==> src/rtl/core/assert_macros.svh <==
// ----------------------------------------------------------------------------
// assert_macros.svh
// Shared concurrent assertion macros for the splitter RTL.
// ----------------------------------------------------------------------------
`ifndef ASSERT_MACROS_SVH
`define ASSERT_MACROS_SVH

// Same-cycle implication, disabled during reset.
`define ASSERT_IMP(label, clk, rst, ante, cons) \
  label: assert property (@(posedge clk) disable iff (rst) (ante) |-> (cons)) \
    else $error("assertion failed");

// Next-cycle implication, disabled during reset.
`define ASSERT_NXT(label, clk, rst, ante, cons) \
  label: assert property (@(posedge clk) disable iff (rst) (ante) |=> (cons)) \
    else $error("assertion failed");

`endif

==> src/rtl/core/ors_pkg.sv <==
// ----------------------------------------------------------------------------
// ors_pkg
// Widths, status codes and shared types of the object request splitter.
// ----------------------------------------------------------------------------
package ors_pkg;

  localparam int OFFSET_W = 48;  // byte offset and object index
  localparam int LEN_W    = 32;  // lengths, offsets in object, buffer position
  localparam int STATUS_W = 2;

  localparam int IN_DATA_W  = OFFSET_W + LEN_W;            // 80
  localparam int OUT_DATA_W = OFFSET_W + 3 * LEN_W;        // 144

  localparam logic [LEN_W-1:0] OBJECT_SIZE_RESET = 32'd4194304;

  localparam logic [STATUS_W-1:0] ST_CHUNK    = 2'd0;
  localparam logic [STATUS_W-1:0] ST_ZERO_LEN = 2'd1;
  localparam logic [STATUS_W-1:0] ST_TOO_MANY = 2'd2;

  typedef struct packed {
    logic busy;
    logic done;   // one-cycle pulse, quotient and remainder valid
  } div_status_t;

endpackage

==> src/rtl/core/ors_div.sv <==
// ----------------------------------------------------------------------------
// ors_div
// Restoring radix-2 divider: 48-bit dividend by 32-bit divisor, one quotient
// bit per cycle through a single 33-bit compare/subtract.
// ----------------------------------------------------------------------------
`include "assert_macros.svh"

module ors_div (
  input  logic                            clk,
  input  logic                            rst,
  input  logic                            start,
  input  logic [ors_pkg::OFFSET_W-1:0]    dividend,
  input  logic [ors_pkg::LEN_W-1:0]       divisor,
  output ors_pkg::div_status_t            status,
  output logic [ors_pkg::OFFSET_W-1:0]    quotient,
  output logic [ors_pkg::LEN_W-1:0]       remainder
);
  import ors_pkg::*;

  localparam int CNT_W = $clog2(OFFSET_W);
  localparam logic [CNT_W-1:0] LAST_STEP = CNT_W'(OFFSET_W - 1);

  logic             busy;
  logic             done;
  logic [CNT_W-1:0] cnt;
  logic [OFFSET_W-1:0] q;
  logic [LEN_W-1:0]    rem;
  logic [LEN_W-1:0]    d;

  logic [LEN_W:0]   partial;
  logic             ge;
  logic [LEN_W:0]   diff;

  // shift in next dividend bit, subtract if it fits
  always_comb begin
    partial = {rem, q[OFFSET_W-1]};
    ge      = (partial >= {1'b0, d});
    diff    = partial - {1'b0, d};
  end

  always_ff @(posedge clk) begin
    if (rst) begin
      busy <= 1'b0;
      done <= 1'b0;
      cnt  <= '0;
    end else begin
      done <= 1'b0;
      if (start) begin
        busy <= 1'b1;
        cnt  <= '0;
      end else if (busy) begin
        cnt <= cnt + CNT_W'(1);
        if (cnt == LAST_STEP) begin
          busy <= 1'b0;
          done <= 1'b1;
        end
      end
    end
  end

  always_ff @(posedge clk) begin
    if (start) begin
      q   <= dividend;
      rem <= '0;
      d   <= divisor;
    end else if (busy) begin
      q   <= {q[OFFSET_W-2:0], ge};
      rem <= ge ? diff[LEN_W-1:0] : partial[LEN_W-1:0];
    end
  end

  assign status.busy = busy;
  assign status.done = done;
  assign quotient    = q;
  assign remainder   = rem;

  `ASSERT_IMP(a_rem_below_divisor, clk, rst, done, (d == '0) || (rem < d))
  `ASSERT_NXT(a_done_single_pulse, clk, rst, done, !done)

endmodule

==> src/rtl/core/object_request_splitter.sv <==
// ----------------------------------------------------------------------------
// object_request_splitter
// Splits a read request (offset, length) into chunks on object boundaries.
// ----------------------------------------------------------------------------
//  channel   dir  fields
//  s_axis    in   tdata: byte_offset[47:0], request_length[79:48]
//  m_axis    out  tdata: object_index, chunk_offset, chunk_length,
//                 buffer_position; tuser: status; tlast: last
//  cfg_wr    in   object size (write only)
//
//  Zero-length request: one status transfer, then back to idle.
//  Other requests: the serial divider (48 steps and the done pulse), a check
//  state, then one chunk per cycle while not stalled (up to MAX_CHUNKS);
//  a request over the limit gives one status transfer from the check state.
//  Input is not ready until the last result of a request is in the output
//  register; a stalled output holds the chunk loop.
//  rst is synchronous; object size resets to 4194304 (0 is used as 1).
// ----------------------------------------------------------------------------
`include "assert_macros.svh"

module object_request_splitter #(
  parameter int unsigned MAX_CHUNKS = 64
) (
  input  logic                              clk,
  input  logic                              rst,
  input  logic                              cfg_wr_en,
  input  logic [ors_pkg::LEN_W-1:0]         cfg_wr_data,    // object size
  input  logic                              s_axis_tvalid,
  output logic                              s_axis_tready,
  // byte_offset[47:0], request_length[79:48]
  input  logic [ors_pkg::IN_DATA_W-1:0]     s_axis_tdata,
  output logic                              m_axis_tvalid,
  input  logic                              m_axis_tready,
  // object_index[47:0], chunk_offset[79:48], chunk_length[111:80],
  // buffer_position[143:112]
  output logic [ors_pkg::OUT_DATA_W-1:0]    m_axis_tdata,
  // status[1:0]
  output logic [ors_pkg::STATUS_W-1:0]      m_axis_tuser,
  output logic                              m_axis_tlast
);
  import ors_pkg::*;

  localparam int CW    = $clog2(MAX_CHUNKS + 1);
  localparam int LIM_W = LEN_W + CW;

  localparam logic [2:0] S_IDLE  = 3'd0;
  localparam logic [2:0] S_ZERO  = 3'd1;
  localparam logic [2:0] S_DIV   = 3'd2;
  localparam logic [2:0] S_CHECK = 3'd3;
  localparam logic [2:0] S_CHUNK = 3'd4;

  logic [2:0]          state;
  logic [LEN_W-1:0]    obj_size;
  logic [LEN_W-1:0]    os_eff;

  logic [OFFSET_W-1:0] cur_obj;
  logic [LEN_W-1:0]    remaining;
  logic [LEN_W-1:0]    cur_start;
  logic [LEN_W-1:0]    wpos;
  logic [LIM_W-1:0]    limit;

  logic [OFFSET_W-1:0] in_offset;
  logic [LEN_W-1:0]    in_length;
  logic                in_xfer;
  logic                div_start;
  div_status_t         div_st;
  logic [OFFSET_W-1:0] div_q;
  logic [LEN_W-1:0]    div_r;

  logic                out_free;
  logic                out_load;
  logic [LEN_W-1:0]    room;
  logic                fin;
  logic [LEN_W-1:0]    clen;
  logic [LEN_W:0]      span;
  logic                too_many;

  assign in_offset = s_axis_tdata[OFFSET_W-1:0];
  assign in_length = s_axis_tdata[IN_DATA_W-1:OFFSET_W];
  assign s_axis_tready = (state == S_IDLE);
  assign in_xfer   = s_axis_tvalid && s_axis_tready;
  assign div_start = in_xfer && (in_length != '0);
  assign os_eff    = (obj_size == '0) ? LEN_W'(1) : obj_size;
  assign out_free  = !m_axis_tvalid || m_axis_tready;

  ors_div u_div (
    .clk       (clk),
    .rst       (rst),
    .start     (div_start),
    .dividend  (in_offset),
    .divisor   (os_eff),
    .status    (div_st),
    .quotient  (div_q),
    .remainder (div_r)
  );

  always_comb begin
    room     = os_eff - cur_start;
    fin      = (remaining <= room);
    clen     = fin ? remaining : room;
    // bytes from start of first object to last byte, minus one
    span     = {1'b0, remaining} + {1'b0, cur_start} - (LEN_W + 1)'(1);
    too_many = (LIM_W'(span) >= limit);
  end

  // a result is loaded into the output register this cycle
  always_comb begin
    case (state)
      S_ZERO:  out_load = out_free;
      S_CHECK: out_load = out_free && too_many;
      S_CHUNK: out_load = out_free;
      default: out_load = 1'b0;
    endcase
  end

  always_ff @(posedge clk) begin
    if (rst) begin
      obj_size <= OBJECT_SIZE_RESET;
    end else if (cfg_wr_en) begin
      obj_size <= cfg_wr_data;
    end
  end

  // sequencer and output valid
  always_ff @(posedge clk) begin
    if (rst) begin
      state         <= S_IDLE;
      m_axis_tvalid <= 1'b0;
    end else begin
      if (out_load) begin
        m_axis_tvalid <= 1'b1;
      end else if (m_axis_tready) begin
        m_axis_tvalid <= 1'b0;
      end
      case (state)
        S_IDLE: begin
          if (in_xfer) begin
            state <= (in_length == '0) ? S_ZERO : S_DIV;
          end
        end
        S_ZERO: begin
          if (out_free) begin
            state <= S_IDLE;
          end
        end
        S_DIV: begin
          if (div_st.done) begin
            state <= S_CHECK;
          end
        end
        S_CHECK: begin
          if (!too_many) begin
            state <= S_CHUNK;
          end else if (out_free) begin
            state <= S_IDLE;
          end
        end
        S_CHUNK: begin
          if (out_free && fin) begin
            state <= S_IDLE;
          end
        end
        default: state <= S_IDLE;
      endcase
    end
  end

  // working registers and output payload
  always_ff @(posedge clk) begin
    case (state)
      S_IDLE: begin
        if (in_xfer) begin
          remaining <= in_length;
          wpos      <= '0;
          limit     <= LIM_W'(os_eff) * LIM_W'(MAX_CHUNKS);
        end
      end
      S_ZERO: begin
        if (out_free) begin
          m_axis_tdata <= '0;
          m_axis_tuser <= ST_ZERO_LEN;
          m_axis_tlast <= 1'b1;
        end
      end
      S_DIV: begin
        if (div_st.done) begin
          cur_obj   <= div_q;
          cur_start <= div_r;
        end
      end
      S_CHECK: begin
        if (too_many && out_free) begin
          m_axis_tdata <= '0;
          m_axis_tuser <= ST_TOO_MANY;
          m_axis_tlast <= 1'b1;
        end
      end
      S_CHUNK: begin
        if (out_free) begin
          m_axis_tdata <= {wpos, clen, cur_start, cur_obj};
          m_axis_tuser <= ST_CHUNK;
          m_axis_tlast <= fin;
          remaining    <= remaining - clen;
          wpos         <= wpos + clen;
          cur_start    <= '0;
          cur_obj      <= cur_obj + OFFSET_W'(1);
        end
      end
      default: ;
    endcase
  end

  `ASSERT_IMP(a_status_ends_request, clk, rst,
              m_axis_tvalid && (m_axis_tuser != ST_CHUNK), m_axis_tlast)
  `ASSERT_IMP(a_chunk_has_bytes, clk, rst, state == S_CHUNK, remaining != '0)
  `ASSERT_NXT(a_div_launched, clk, rst, div_start, div_st.busy)

endmodule
==> config.mk <==
export PLATFORM = sky130hd
export DESIGN_NAME = object_request_splitter
export DESIGN_NICKNAME = d
export VERILOG_FILES = /design/src/rtl/core/ors_pkg.sv /design/src/rtl/core/ors_div.sv /design/src/rtl/core/object_request_splitter.sv
export VERILOG_INCLUDE_DIRS = /design/src /design/src/rtl/core
export SDC_FILE = /design/constraint.sdc
export NUM_CORES = 1
export LEC_CHECK = 0
export ABC_AREA = 1
export ABC_CLOCK_PERIOD_IN_PS = 9100
export CAP_MARGIN = 30
export CORE_ASPECT_RATIO = 0.8
export CORE_MARGIN = 2
export CORE_UTILIZATION = 65
export CTS_CLUSTER_SIZE = 14
export DETAILED_ROUTE_END_ITERATION = 12
export DONT_BUFFER_PORTS = 1
export PLACE_DENSITY = 0.81
export SYNTH_ARGS = -nofsm -noshare
export SYNTH_HDL_FRONTEND = slang
export SYNTH_HIERARCHICAL = 1
export SYNTH_SLANG_ARGS = --single-unit
==> constraint.sdc <==
create_clock -name clk -period 9.1 [get_ports clk]
set_input_delay 0.455 -clock clk [delete_from_list [all_inputs] [get_ports clk]]
set_output_delay 0.455 -clock clk [all_outputs]
set_load 0.01 [all_outputs]
==> flow_summary.yaml, run 1 <==
floorplan:
  die_h_um: 201.4
  initial_utilization_pct: 65.69
  dieArea_mm2: 0.05050
  die_w_um: 250.8
  core_mm2: 0.04820
  pin_count: 266
  rows: 72
clocking:
  postCtsSetupBuffers: 0
  clk_path_buf_depth: 3
  root_buffer: "clkbuf_16"
  cts_buffers: 47
  clkSinkCount: 479
  clock_latency_ns: 0.61
  cts.reportedPaths.clkPinSlew_ns: 0.07
  cts_tree: "yes"
  cts_max_level: 2
sta:
  worst-slew-pin-transition_ns: 1.048
  fmax_mhz: 120.5
  clock-skew-final_ns: 0.02359
  rsz0062_at_grt: "no"
  min_period_ns: 8.296
  finalSetupViolCount: 0
  hold_viol_final: 0
  slew_viol_final: 0
  layout_setup_ws_ns: 0.8038
  period_share_pct: 91.17
  slew_headroom_pct: 30.11
  fin_tns_setup_ns: 0
finish:
  num-nets-final: 4329
  fin_area_mm2: 0.03392
  layout_common_cells: "974 x nand2_1, 712 x inv_1, 436 x nor2_1, 403 x edfxtp_1, 229 x ha_1"
  drive_above_1_share_pct: 5.452
  area_growth_pct: 7.125
  final_common_cell: "nand2_1"
yosys:
  synth_area_mm2: 0.03166
  yosys_warnings: 6
  syn_nets: 4361
  synthCells: 4010
  avgSynthCellArea_um2: 7.895
min_path:
  min_path_type: "in -> reg"
  worstHoldStart: "cfg_wr_data[24]"
status:
  status: "completed"
drt:
  first_pass_iters: 9
  routed_via_density: 5.853
  wl_per_cell_um: 19.47
  drt_iter0_markers: 3367
  routed_wl_mm: 90.46
  drt_drc_violations_left: 0
  ant_nets: 0
  dr_total_vias: 27200
placed_design:
  placedInstanceArea_mm2: 0.03215
  dp.final_hpwl_mm: 68.99
  place_ws_ns: 0.7651
  numPortBuffers: 0
  gp_congestion: 1.042
worst_setup_path:
  path_class: "reg -> reg"
  critical_path_peak_fanout: 30
  cp_slowest_cell: "fa_1"
  required_ns: 9.44
  critPathLaunch: "obj_size[11]"
  critPathLaunchType: "register"
  arrival_ns: 8.64
  crit_path_max_incr_delay_ns: 0.46
  r2r-start: "obj_size[11]"
  endpoint_kind: "register"
  critPathMostFrequentCell: "nand2_1"
grt:
  grt_max_degree: 189
  use_met2_pct: 52.46
  busiest_layer: "met2"
  grt_pass1_wl_mm: 140.0
  first_global_vias: 25150
  grtUsageTotal_pct: 35.64
  antenna_found_initial: 1
  met3_usage_pct: 8.370
  grt.met1_usage_pct: 52.16
  grt_overflow: 0
flow_run:
  cap_violations: 0
==> layout make-up <==
cell class / instances / area, um2
Timing Repair Buffer: 39 / 385.4
Sequential cell: 479 / 13620
Fill cell: 3845 / 14280
Inverter: 731 / 2756
Antenna cell: 1 / 2.502
Clock buffer: 60 / 1297
Clock inverter: 28 / 249.0
Multi-Input combinational cell: 2680 / 14820
Tap cell: 629 / 787.0
==> through the flow <==
stage	util (%)	cells	hold slack, ns
2_1_floorplan	-	4010	0.4491
3_3_place_gp	66.61	4537	0.4732
3_5_place_dp	66.71	4539	0.4783
4_1_cts	70.31	4646	0.0001196
5_1_grt	70.37	4646	0.005634
6_report	70.37	4647	0.01435
==> flip-flops by register name, indices dropped and copies added, names as in the netlist <==
register         count
cur_obj             48
cur_start           32
limit               32
m_axis_tdata       144
m_axis_tlast         1
m_axis_tuser         2
m_axis_tvalid        1
obj_size            32
remaining           32
state                3
u_div/busy           1
u_div/cnt            6
u_div/d             32
u_div/done           1
u_div/quotient      48
u_div/remainder     32
wpos                32
==> metal layers <==
metal / routed length [um] / up-vias
met2: 37790 / 1546
met5: 0 / -
met1: 38440 / 12440
met4: 2992 / 0
met3: 11240 / 193
li1: - / 13020
==> what timing repair did <==
action,CTS,global route
gates resized for setup,0,6
setup endpoints to repair,0,18
hold buffers,19,0
endpoints found under the hold margin,21,0
==> critical path, delay by kind of cell, from the launching register on <==
family,cells,cell delay [ns]
AO/OA/AOI/OAI,9,1.71
AND/OR/NAND/NOR,28,3.83
adder cells (fa/ha/maj),4,1.45
buffers and inverters,5,0.47
flip-flops,1,0.35
XOR/XNOR,1,0.17
==> worst paths after layout <==
kind | to | slack, ns | cells past startpoint
worst min-delay path | obj_size[24] | 0.01 | 2
worst min register to register | u_div/cnt[0] | 0.49 | 1
worst max-delay path | wpos[30] | 0.80 | 47
worst max register to register | wpos[30] | 0.80 | 47
Power of run 1 is left out: the tool's default activity adds up to more than one toggle a clock period on the data nets, which glitch-free logic cannot reach.
==> run 2: changes to the inputs <==
- CORE_UTILIZATION: 65 -> 64
- PLACE_DENSITY: 0.81 -> 0.8
==> run 2 against run 1 <==
Effect of this change:
- global-route usage shrank 0.60 points
- flip-flop and latch count stayed put
- clock-buffer cell count unchanged
- register-to-register slack better by 0.08 ns
- utilization decreased by 0.54 points
- cell count shrank 0.15%
- first-iteration DRC count is 6.4% lower
- critical path depth increased by 1
- clock skew rose by 0.0061 ns
- sequential share of layout area barely moved
- worst hold slack better by 0.00095 ns
- final area about the same
- largest cell class unchanged
==> flow_summary.yaml, run 2 (synthesis gave the netlist of run 1 again) <==
sta:
  slew_viol_final: 0
  rsz0062_at_grt: "no"
  fmax_mhz: 121.7
  period_share_pct: 90.31
  hold_viol_final: 0
  slew_headroom_pct: 28.49
  min_period_ns: 8.218
  finalSetupViolCount: 0
  layout_setup_ws_ns: 0.8817
  fin_tns_setup_ns: 0
  clock-skew-final_ns: 0.02967
  worst-slew-pin-transition_ns: 1.071
finish:
  final_common_cell: "nand2_1"
  num-nets-final: 4323
  area_growth_pct: 7.102
  regMostFlops: "m_axis_tdata"
  drive_above_1_share_pct: 5.536
  layout_common_cells: "974 x nand2_1, 712 x inv_1, 437 x nor2_1, 403 x edfxtp_1, 229 x ha_1"
  fin_util_pct: 69.83
  fin_area_mm2: 0.03391
  largest_reg_flops: 144
drt:
  dr_total_vias: 26770
  routed_via_density: 5.769
  wl_per_cell_um: 19.44
  first_pass_iters: 7
  ant_nets: 0
  drt_iter0_markers: 3153
  routed_wl_mm: 90.22
  drt_drc_violations_left: 0
floorplan:
  initial_utilization_pct: 65.20
  rows: 72
  core_mm2: 0.04856
  pin_count: 266
  die_h_um: 202.9
  dieArea_mm2: 0.05128
  die_w_um: 252.7
flow_run:
  cap_violations: 0
worst_setup_path:
  required_ns: 9.44
  arrival_ns: 8.56
  path_class: "reg -> reg"
  critPathMostFrequentCell: "nand2_1"
  worst-path-buf-inv: 5
  endpoint_kind: "register"
  cp_top_family: "simple AND/OR/NAND/NOR gates"
  critical_path_peak_fanout: 24
  critPathLaunchType: "register"
  crit_path_max_incr_delay_ns: 0.47
  cp_slowest_cell: "fa_1"
clocking:
  cts.reportedPaths.clkPinSlew_ns: 0.06
  root_buffer: "clkbuf_16"
  cts_buffers: 48
  cts_tree: "yes"
  clkSinkCount: 479
  cts_max_level: 2
  clk_path_buf_depth: 3
  clock_latency_ns: 0.61
grt:
  grtUsageTotal_pct: 35.04
  first_global_vias: 24690
  grt_max_degree: 112
  grt_overflow: 0
  grt_pass1_wl_mm: 138.6
  antenna_found_initial: 1
placed_design:
  dp.final_hpwl_mm: 69.24
  numPortBuffers: 0
  placedInstanceArea_mm2: 0.03215
  place_ws_ns: 0.5684
  gp_congestion: 1.044
min_path:
  min_path_type: "in -> reg"
status:
  status: "completed"
[run 2: layout make-up]
| cell class | count | area (um2) |
|---|---|---|
| antenna | 1 | 2.502 |
| clock buffer | 60 | 1309 |
| clock inverter | 28 | 286.5 |
| fill | 3916 | 14650 |
| inverter | 731 | 2756 |
| multi-input combinational | 2680 | 14830 |
| sequential | 479 | 13620 |
| tap | 629 | 787.0 |
| timing repair buffer | 32 | 310.3 |
[run 2: metrics by stage]
step / hold WS (ns) / instances
after floorplan: 0.4491 / 4010
after global placement: 0.4759 / 4538
after detailed placement: 0.4821 / 4539
after CTS: 0.0009850 / 4638
after global routing: 0.01134 / 4640
final: 0.01530 / 4640
[run 2: timing repair]
item,CTS,global route
gates resized for setup,0,9
setup buffers,0,0
endpoints found under the hold margin,13,0
setup endpoints to repair,0,35
hold buffers,11,0
[run 2: layer usage]
layer	routed length [um]	vias to the layer above	global-route usage, %
met5	0	-	0
met4	2354	0	9.869
met3	10660	136	9.474
met2	38260	1358	51.80
met1	38950	12280	50.70
li1	-	13000	-
[run 2: path summary, 6_finish.rpt]
check                                startpoint      endpoint  slack, ns  cells after the start
worst max-delay path               obj_size[22]      wpos[30]       0.88                     48
worst min-delay path            cfg_wr_data[21]  obj_size[21]       0.02                      2
worst max register to register     obj_size[22]      wpos[30]       0.88                     48
worst min register to register     u_div/cnt[1]  u_div/cnt[1]       0.49                      2
Power of run 2 is left out for the same reason.
